## src/rtl/s256_pkg.sv

```systemverilog
// ----------------------------------------------------------------------------
// SHA-256 stream hasher package
// Shared types and constants for the hasher core, its round unit and the top.
// ----------------------------------------------------------------------------
package s256_pkg;

  // One 32-bit word of state or schedule.
  typedef logic [31:0] word_t;

  // Round variables a..h, element 0 is a.
  typedef word_t [7:0] vars_t;

  // Width of the message byte count (wraps, bit length is count times eight).
  localparam int unsigned CountW = 61;

  // Commands from the top-level sequencer to the hash core.
  typedef struct packed {
    logic       byte_en;    // shift one byte into the block buffer
    logic [7:0] data_byte;  // byte to shift in
    logic       start;      // begin the 64 rounds on the full block
    logic       hash_init;  // reload the initial hash value
    logic [2:0] rd_idx;     // hash word to read out
  } core_ctrl_t;

  // Status from the hash core.
  typedef struct packed {
    logic busy;  // rounds are running
    logic fold;  // this cycle adds the round variables into the hash
  } core_stat_t;

  // Initial hash value H0..H7.
  localparam word_t InitHash [0:7] = '{
    32'h6a09e667, 32'hbb67ae85, 32'h3c6ef372, 32'ha54ff53a,
    32'h510e527f, 32'h9b05688c, 32'h1f83d9ab, 32'h5be0cd19
  };

  // Round constants.
  localparam word_t RoundK [0:63] = '{
    32'h428a2f98, 32'h71374491, 32'hb5c0fbcf, 32'he9b5dba5,
    32'h3956c25b, 32'h59f111f1, 32'h923f82a4, 32'hab1c5ed5,
    32'hd807aa98, 32'h12835b01, 32'h243185be, 32'h550c7dc3,
    32'h72be5d74, 32'h80deb1fe, 32'h9bdc06a7, 32'hc19bf174,
    32'he49b69c1, 32'hefbe4786, 32'h0fc19dc6, 32'h240ca1cc,
    32'h2de92c6f, 32'h4a7484aa, 32'h5cb0a9dc, 32'h76f988da,
    32'h983e5152, 32'ha831c66d, 32'hb00327c8, 32'hbf597fc7,
    32'hc6e00bf3, 32'hd5a79147, 32'h06ca6351, 32'h14292967,
    32'h27b70a85, 32'h2e1b2138, 32'h4d2c6dfc, 32'h53380d13,
    32'h650a7354, 32'h766a0abb, 32'h81c2c92e, 32'h92722c85,
    32'ha2bfe8a1, 32'ha81a664b, 32'hc24b8b70, 32'hc76c51a3,
    32'hd192e819, 32'hd6990624, 32'hf40e3585, 32'h106aa070,
    32'h19a4c116, 32'h1e376c08, 32'h2748774c, 32'h34b0bcb5,
    32'h391c0cb3, 32'h4ed8aa4a, 32'h5b9cca4f, 32'h682e6ff3,
    32'h748f82ee, 32'h78a5636f, 32'h84c87814, 32'h8cc70208,
    32'h90befffa, 32'ha4506ceb, 32'hbef9a3f7, 32'hc67178f2
  };

endpackage

```

## src/rtl/s256_round.sv

```systemverilog
// ----------------------------------------------------------------------------
// SHA-256 round unit
// One compression round and one message schedule expansion step. The core
// applies this unit once per cycle for all 64 rounds of a block.
// ----------------------------------------------------------------------------
module s256_round (
  input  s256_pkg::vars_t vars,      // a..h before the round
  input  s256_pkg::word_t k_word,    // round constant
  input  s256_pkg::word_t w_cur,     // W[t]
  input  s256_pkg::word_t w_p1,      // W[t+1]
  input  s256_pkg::word_t w_p9,      // W[t+9]
  input  s256_pkg::word_t w_p14,     // W[t+14]
  output s256_pkg::vars_t vars_next, // a..h after the round
  output s256_pkg::word_t w_new      // W[t+16]
);
  import s256_pkg::*;

  function automatic word_t rotr(input word_t x, input int unsigned n);
    rotr = (x >> n) | (x << (32 - n));
  endfunction

  word_t sig0_w;
  word_t sig1_w;
  word_t sum1;
  word_t sum0;
  word_t choose;
  word_t major;
  word_t t1;
  word_t t2;

  // Schedule expansion for the word sixteen rounds ahead.
  always_comb begin
    sig0_w = rotr(w_p1, 7) ^ rotr(w_p1, 18) ^ (w_p1 >> 3);
    sig1_w = rotr(w_p14, 17) ^ rotr(w_p14, 19) ^ (w_p14 >> 10);
    w_new  = sig1_w + w_p9 + sig0_w + w_cur;
  end

  // Compression round.
  always_comb begin
    sum1   = rotr(vars[4], 6) ^ rotr(vars[4], 11) ^ rotr(vars[4], 25);
    sum0   = rotr(vars[0], 2) ^ rotr(vars[0], 13) ^ rotr(vars[0], 22);
    choose = (vars[4] & vars[5]) ^ (~vars[4] & vars[6]);
    major  = (vars[0] & vars[1]) ^ (vars[0] & vars[2]) ^ (vars[1] & vars[2]);
    t1     = vars[7] + sum1 + choose + k_word + w_cur;
    t2     = sum0 + major;
    vars_next[7] = vars[6];
    vars_next[6] = vars[5];
    vars_next[5] = vars[4];
    vars_next[4] = vars[3] + t1;
    vars_next[3] = vars[2];
    vars_next[2] = vars[1];
    vars_next[1] = vars[0];
    vars_next[0] = t1 + t2;
  end

endmodule

```

## src/rtl/s256_core.sv

```systemverilog
// ----------------------------------------------------------------------------
// SHA-256 hash core
// Holds the block buffer, the round variables and the hash value. Bytes shift
// into the buffer; a start command runs 64 rounds, one per cycle, through the
// round unit, then one cycle folds the variables into the hash.
// ----------------------------------------------------------------------------
module s256_core (
  input  logic                  clk,
  input  logic                  rst,
  input  s256_pkg::core_ctrl_t  ctrl,
  output s256_pkg::core_stat_t  stat,
  output s256_pkg::word_t       rd_word
);
  import s256_pkg::*;

  // Word i of the window sits at bits 511-32*i down; word 0 is the oldest.
  logic [511:0] win;
  vars_t        vars;
  vars_t        vars_next;
  vars_t        hash;
  logic [5:0]   rnd;
  logic         busy;
  logic         fold;
  word_t        w_new;

  s256_round u_round (
    .vars      (vars),
    .k_word    (RoundK[rnd]),
    .w_cur     (win[511:480]),
    .w_p1      (win[479:448]),
    .w_p9      (win[223:192]),
    .w_p14     (win[63:32]),
    .vars_next (vars_next),
    .w_new     (w_new)
  );

  // Block buffer: bytes shift in big-endian, rounds shift the schedule along.
  always_ff @(posedge clk) begin
    if (ctrl.byte_en) begin
      win <= {win[503:0], ctrl.data_byte};
    end else if (busy) begin
      win <= {win[479:0], w_new};
    end
  end

  // Round sequencing and the round variables.
  always_ff @(posedge clk) begin
    if (rst) begin
      busy <= 1'b0;
      fold <= 1'b0;
      rnd  <= '0;
    end else begin
      fold <= 1'b0;
      if (ctrl.start) begin
        busy <= 1'b1;
        rnd  <= '0;
      end else if (busy) begin
        rnd <= rnd + 6'd1;
        if (rnd == 6'd63) begin
          busy <= 1'b0;
          fold <= 1'b1;
        end
      end
    end
  end

  always_ff @(posedge clk) begin
    if (ctrl.start) begin
      vars <= hash;
    end else if (busy) begin
      vars <= vars_next;
    end
  end

  // Hash value: reload at reset and after each digest, accumulate per block.
  always_ff @(posedge clk) begin
    if (rst || ctrl.hash_init) begin
      for (int i = 0; i < 8; i++) begin
        hash[i] <= InitHash[i];
      end
    end else if (fold) begin
      for (int i = 0; i < 8; i++) begin
        hash[i] <= hash[i] + vars[i];
      end
    end
  end

  assign stat.busy = busy;
  assign stat.fold = fold;
  assign rd_word   = hash[ctrl.rd_idx];

endmodule

```

## src/rtl/sha256_stream_hasher.sv

```systemverilog
// ----------------------------------------------------------------------------
// SHA-256 stream hasher
// Hashes a byte stream and returns the 256-bit digest as eight words.
// ----------------------------------------------------------------------------
// Usage:
//   The input channel carries one message byte per word in s_tdata. s_tuser
//   says the byte is present; a word with s_tuser low and s_tlast high ends
//   an empty message, one with both low is ignored. s_tlast marks the end.
//   The output channel returns H0..H7 in m_tdata, the index in m_tuser and
//   m_tlast on H7.
// Timing:
//   Bytes go in one per cycle while s_tready is high. Each 64th byte starts a
//   compression (64 rounds of the shared round unit, then one fold) with
//   s_tready low. At the end of a message 9 to 72 padding bytes go in at one
//   per cycle, with one or two compressions, and then the eight digest words
//   leave one per cycle as the receiver takes them.
// Reset and stall:
//   rst clears the sequencer and reloads the initial hash. A stalled receiver
//   holds the current digest word in the output register; the last word may
//   wait there while the next message is already being taken in.
// ----------------------------------------------------------------------------
module sha256_stream_hasher (
  input  logic        clk,
  input  logic        rst,
  input  logic        s_tvalid,
  output logic        s_tready,
  input  logic [7:0]  s_tdata,   // [7:0] msg_byte
  input  logic        s_tuser,   // [0] has_byte
  input  logic        s_tlast,   // end_of_msg
  output logic        m_tvalid,
  input  logic        m_tready,
  output logic [31:0] m_tdata,   // [31:0] digest_word
  output logic [2:0]  m_tuser,   // [2:0] word_index
  output logic        m_tlast    // last_word
);
  import s256_pkg::*;

  localparam logic [1:0] ST_IDLE = 2'd0;
  localparam logic [1:0] ST_HASH = 2'd1;
  localparam logic [1:0] ST_PAD  = 2'd2;
  localparam logic [1:0] ST_OUT  = 2'd3;

  logic [1:0]        state;
  logic [5:0]        pos;
  logic [CountW-1:0] count;
  logic              pad_active;
  logic              sent80;
  logic              len_mode;
  logic [2:0]        len_idx;
  logic              done_pad;
  logic [2:0]        out_idx;
  logic              in_take;
  logic              out_load;
  logic [63:0]       len_bits;
  logic [7:0]        pad_byte;
  core_ctrl_t        ctrl;
  core_stat_t        stat;
  word_t             rd_word;

  s256_core u_core (
    .clk     (clk),
    .rst     (rst),
    .ctrl    (ctrl),
    .stat    (stat),
    .rd_word (rd_word)
  );

  assign s_tready = (state == ST_IDLE);
  assign in_take  = s_tvalid && s_tready;
  assign out_load = (state == ST_OUT) && (!m_tvalid || m_tready);
  assign len_bits = {count, 3'b000};

  // Padding byte: the end marker, zeros up to offset 56, then the bit length.
  always_comb begin
    if (!sent80) begin
      pad_byte = 8'h80;
    end else if (!len_mode && pos != 6'd56) begin
      pad_byte = 8'h00;
    end else begin
      pad_byte = len_bits[{~len_idx, 3'b111} -: 8];
    end
  end

  // Commands to the core.
  always_comb begin
    ctrl.byte_en   = (in_take && s_tuser) || (state == ST_PAD);
    ctrl.data_byte = (state == ST_PAD) ? pad_byte : s_tdata;
    ctrl.start     = ctrl.byte_en && (pos == 6'd63);
    ctrl.hash_init = out_load && (out_idx == 3'd7);
    ctrl.rd_idx    = out_idx;
  end

  // Sequencer.
  always_ff @(posedge clk) begin
    if (rst) begin
      state      <= ST_IDLE;
      pos        <= '0;
      count      <= '0;
      pad_active <= 1'b0;
      sent80     <= 1'b0;
      len_mode   <= 1'b0;
      len_idx    <= '0;
      done_pad   <= 1'b0;
      out_idx    <= '0;
    end else begin
      if (ctrl.byte_en) begin
        pos <= pos + 6'd1;
      end
      case (state)
        ST_IDLE: begin
          if (in_take) begin
            if (s_tuser) begin
              count <= count + {{(CountW-1){1'b0}}, 1'b1};
            end
            pad_active <= s_tlast;
            if (ctrl.start) begin
              state <= ST_HASH;
            end else if (s_tlast) begin
              state <= ST_PAD;
            end
          end
        end
        ST_HASH: begin
          if (stat.fold) begin
            if (done_pad) begin
              state <= ST_OUT;
            end else if (pad_active) begin
              state <= ST_PAD;
            end else begin
              state <= ST_IDLE;
            end
          end
        end
        ST_PAD: begin
          if (!sent80) begin
            sent80 <= 1'b1;
          end else if (len_mode || pos == 6'd56) begin
            len_mode <= 1'b1;
            len_idx  <= len_idx + 3'd1;
            if (len_idx == 3'd7) begin
              done_pad <= 1'b1;
            end
          end
          if (ctrl.start) begin
            state <= ST_HASH;
          end
        end
        ST_OUT: begin
          if (out_load) begin
            out_idx <= out_idx + 3'd1;
            if (out_idx == 3'd7) begin
              state      <= ST_IDLE;
              count      <= '0;
              pad_active <= 1'b0;
              sent80     <= 1'b0;
              len_mode   <= 1'b0;
              done_pad   <= 1'b0;
            end
          end
        end
        default: begin
          state <= ST_IDLE;
        end
      endcase
    end
  end

  // Output register.
  always_ff @(posedge clk) begin
    if (rst) begin
      m_tvalid <= 1'b0;
    end else if (out_load) begin
      m_tvalid <= 1'b1;
    end else if (m_tready) begin
      m_tvalid <= 1'b0;
    end
  end

  always_ff @(posedge clk) begin
    if (out_load) begin
      m_tdata <= rd_word;
      m_tuser <= out_idx;
      m_tlast <= (out_idx == 3'd7);
    end
  end

`ifndef SYNTHESIS
  // A new block only starts when the byte that fills it is written.
  a_start_on_full: assert property (@(posedge clk) disable iff (rst)
    ctrl.start |-> ctrl.byte_en && pos == 6'd63)
    else $error("compression started on a partial block");

  // Input is never taken while the core runs its rounds.
  a_idle_core: assert property (@(posedge clk) disable iff (rst)
    s_tready |-> !stat.busy)
    else $error("input ready while rounds are running");

  // The digest is read only on a block boundary.
  a_out_aligned: assert property (@(posedge clk) disable iff (rst)
    state == ST_OUT |-> pos == 6'd0 && !stat.busy)
    else $error("digest read with a partial block");

  // The length field is complete only after the end marker went in.
  a_pad_order: assert property (@(posedge clk) disable iff (rst)
    done_pad |-> sent80 && len_mode)
    else $error("padding finished out of order");

  // The marked word is always the eighth one.
  a_last_index: assert property (@(posedge clk) disable iff (rst)
    m_tvalid && m_tlast |-> m_tuser == 3'd7)
    else $error("last word without index seven");
`endif

endmodule
```

## config.mk

```make
export PLATFORM = sky130hd
export DESIGN_NAME = sha256_stream_hasher
export DESIGN_NICKNAME = d
export VERILOG_FILES = /design/src/rtl/s256_pkg.sv /design/src/rtl/s256_round.sv /design/src/rtl/s256_core.sv /design/src/rtl/sha256_stream_hasher.sv
export SDC_FILE = /design/constraint.sdc
export NUM_CORES = 2
export LEC_CHECK = 0
export BUFFER_PORTS_ARGS = -buffer_cell sky130_fd_sc_hd__buf_2
export CAP_MARGIN = 0
export CELL_PAD_IN_SITES_DETAIL_PLACEMENT = 2
export CELL_PAD_IN_SITES_GLOBAL_PLACEMENT = 2
export CORE_ASPECT_RATIO = 2
export CORE_UTILIZATION = 39
export CTS_BUF_LIST = sky130_fd_sc_hd__clkbuf_2
export CTS_CLUSTER_DIAMETER = 40
export DETAILED_ROUTE_END_ITERATION = 8
export GPL_ROUTABILITY_DRIVEN = 0
export HOLD_SLACK_MARGIN = 0.15
export PLACE_DENSITY_LB_ADDON = 0.2
export SLEW_MARGIN = 0
export SYNTH_ARGS = -nofsm -noshare
export SYNTH_HDL_FRONTEND = slang
export SYNTH_SLANG_ARGS = --single-unit
```

## constraint.sdc

```tcl
create_clock -name clk -period 14.24 [get_ports clk]
set_input_delay 2.136 -clock clk [delete_from_list [all_inputs] [get_ports clk]]
set_output_delay 2.136 -clock clk [all_outputs]
set_load 0.1 [all_outputs]
```

==> reports/results.tsv <==
stage	metric	value	unit
critical_path	CP top delay family	adder cells	
sta	TNS Setup	0	ns
synth	Mapped Cells	8411	
critical_path	Worst Path Required	15.55	ns
sta	max_slew headroom	-0.00607	
floorplan	Initial Util	0.394	
critical_path	R2R setup slack	3.35	ns
clocking	# Post-CTS Setup Buffers	0	
power_and_ir_drop	P per Cell Area	132	nW/um^2
route	Pre-antenna DRT Iters	5	
job	maxcap violations	2	
min_path	Hold Crit Class	reg -> reg	
synth	Synth async-reset ratio	0	
critical_path	buffers and inverters on the worst path	4	
critical_path	r2r endpoint	u_core.vars[31]	
synth	combinational family with the most area after synthesis	simple AND/OR/NAND/NOR gates	
synth	top cell type's share of synthesized area	0.318	
synth	Synth area leader	edfxtp_1	
cells_and_area	Layout area overhead	6.97	%
sta	Layout Skew	0.136	ns
synth	Synth top cells by count	nand2_1, edfxtp_1, a21oi_1	
clocking	Clock Latency Late Sink	1.66	ns
synth	ranking of synthesized cells by area	edfxtp_1, nand2_1, dfxtp_1	
cells_and_area	Layout Nets	9001	
synth	post-synthesis sequential area ratio	0.408	
grt	vias in the first global route	72900	
route	DR iter-0 viols	3324	
sta	Tcrit/Tclk final	0.765	
critical_path	Critical Path Start	u_core.rnd[0]	
sta	Final setup viols	0	
critical_path	Crit. End Element	flip-flop	
grt	largest net degree at the start of global routing	214	
route	detailed-route DRC error count	0	
critical_path	Crit Path Max Fanout	28	
synth	Yosys Warn Count	0	
clocking	H-tree Lvls	5	
floorplan	num rows	228	
floorplan	die area	197000	sq um
sta	final number of max-transition violations	3	
synth	Synth Area in Compound Gates	0.133	
route	vias per inst	5.80	
synth	area share of xor/xnor cells in the synthesized design	0.0688	
run_status	status	finished with violations	
grt	initial antenna violation count	15	
sta	Final Hold Fails	0	
clocking	TritonCTS clock tree	yes	
sta	Final Critical Period	10.89	ns
synth	#FFs+latches synth	1148	
floorplan	height of the die	626	microns
sta	max frequency	91.8	MHz
run_status	violated checks	max-capacitance violations, max-slew violations	
cells_and_area	final core occ	0.421	
critical_path	critical path class	reg -> reg	
grt	grt ovf	0	
synth	Mapped Nets	9020	
power_and_ir_drop	LEAKAGE	0.0334	uW
critical_path	Slowest-stage cell, CP	ha_1	
clocking	post-CTS resize count	0	
critical_path	critical path depth	36	
sta	worst slew pin tran	1.50	ns
route	final wirelength	315	mm
critical_path	Worst EP arrival	12.20	ns
clocking	Hold Buf Count CTS	0	
clocking	clock sink count	1148	
grt	first-pass GRT wire length	464	mm
cells_and_area	fraction of layout cells with a size suffix above 1	0.0949	
route	post-route antenna net violation count	0	
synth	Post-Synth Adder-Cell Area	0.120	
synth	multiplexer share of the synthesized area	0.0455	
sta	RSZ-0062 raised after global routing	no	
critical_path	CP max stage delay	0.93	ns
synth	simple-gate share of the synthesized area	0.188	
floorplan	total I/O pin count	52	
critical_path	most frequent CP cell	fa_1	
cells_and_area	fillers	21400	
grt	Tot GR Track Use	0.320	
critical_path	CP endpoint	u_core.vars[31]	
clocking	Clock transition at path regs	0.15	ns
clocking	TritonCTS buffer count	295	
critical_path	Worst R2R Path Depth	36	
clocking	clock buffer depth	4	
synth	Most used DFF post-synth	edfxtp_1	
clocking	root buffer cell	clkbuf_2	
synth	cell with the most instances after synthesis	nand2_1	
route	routed len/inst	28.3	microns
synth	EDFF count, synth	804	
placement	IO Port Bufs	51	
synth	Synth cell types	99	
synth	Avg Inst Size Synth	9.04	sq um
critical_path	CP Launch Type	flip-flop	
power_and_ir_drop	Worst VDD drop	0.000132	V
critical_path	RR Startpoint	u_core.rnd[0]	
floorplan	die width	314	microns
synth	cell area after synthesis	76000	sq um
placement	DP HPWL	237	mm
floorplan	core area	193000	sq um
route	vias post-DR	64600	
## how the worst min path moves through the flow
stage                      from               end  slack, ns  cells after the start
6_report             pad_active        pad_active       0.47                      2
5_1_grt        u_core.vars[214]  u_core.vars[246]       0.47                      2
4_1_cts        u_core.vars[214]  u_core.vars[246]       0.44                      2
3_5_place_dp           len_mode          len_mode       0.45                      2
3_3_place_gp         pad_active        pad_active       0.45                      2
2_1_floorplan          len_mode          len_mode       0.43                      2
## cells in the final DEF (no fill, tap or decap), types with 195 or more instances in the layout
cell,n
xnor2_1,413
fa_1,195
nand2_1,2407
edfxtp_1,804
ha_1,400
nor2_1,488
inv_1,254
a21oi_1,494
dfxtp_1,336
o21ai_0,441
clkbuf_2,417
## per-layer routing
layer / vias up / global-route usage / wire length [microns] / share of wire
li1: 29100 / - / - / -
met1: 32700 / 0.284 / 99900 / 0.32
met2: 1648 / 0.595 / 167000 / 0.53
met3: 1081 / 0.0604 / 12200 / 0.039
met4: 10 / 0.307 / 35600 / 0.11
met5: - / 0 / 74 / 0.00024
## layout make-up
cell class                 instances  area (sq um)  share of cell area
clock inverter                    78           472             0.00580
antenna                            9          22.5            0.000277
multi-input combinational       6532         42400               0.521
timing repair buffer             156          1180              0.0145
sequential                      1148         31000               0.382
tap                             2530          3170              0.0389
clock buffer                     417          2090              0.0257
inverter                         259           977              0.0120
## state kept, by name (all words and copies together) (netlist names)
signal	cells
u_core.win	512
u_core.hash	256
u_core.vars	256
count	61
m_tdata	32
pos	6
u_core.rnd	6
len_idx	3
m_tuser	3
out_idx	3
state	2
done_pad	1
len_mode	1
m_tlast	1
m_tvalid	1
pad_active	1
sent80	1
u_core.busy	1
u_core.fold	1
## power by group
| part | total [uW] | switching (uW) | internal (uW) |
|---|---|---|---|
| Combinational | 4060 | 2610 | 1450 |
| Clock | 2420 | 1530 | 887 |
| Sequential | 4240 | 269 | 3970 |
## worst register-to-register path, delay by kind of cell, from the launching register on
family	cells	cell delay [ns]
AO/OA/AOI/OAI	16	3.60
buffers and inverters	4	1.02
flip-flops	1	0.34
XOR/XNOR	3	0.58
adder cells (fa/ha/maj)	8	3.91
AND/OR/NAND/NOR	5	1.15
## logic make-up after synthesis
family | Yosys count
flip-flops | 1148
adder cells (fa/ha/maj) | 619
AND/OR/NAND/NOR | 3460
XOR/XNOR | 597
buffers and inverters | 731
multiplexers | 238
AO/OA/AOI/OAI | 1618
## stage by stage
step                      total power [uW]  setup WS (ns)  hold slack, ns  cells  cell area, sq um
after global routing                 11200           3.03           0.473  11100             81300
after detailed placement              8230           3.68           0.454  10600             78600
after global placement                8050           3.78           0.445  10600             78600
after CTS                            10700           3.56           0.439  11100             81200
after floorplan                       6740           4.68           0.426   8411             76000
final                                10700           3.35           0.471  11100             81300
Note: power is estimated with default switching activity, not from simulation.
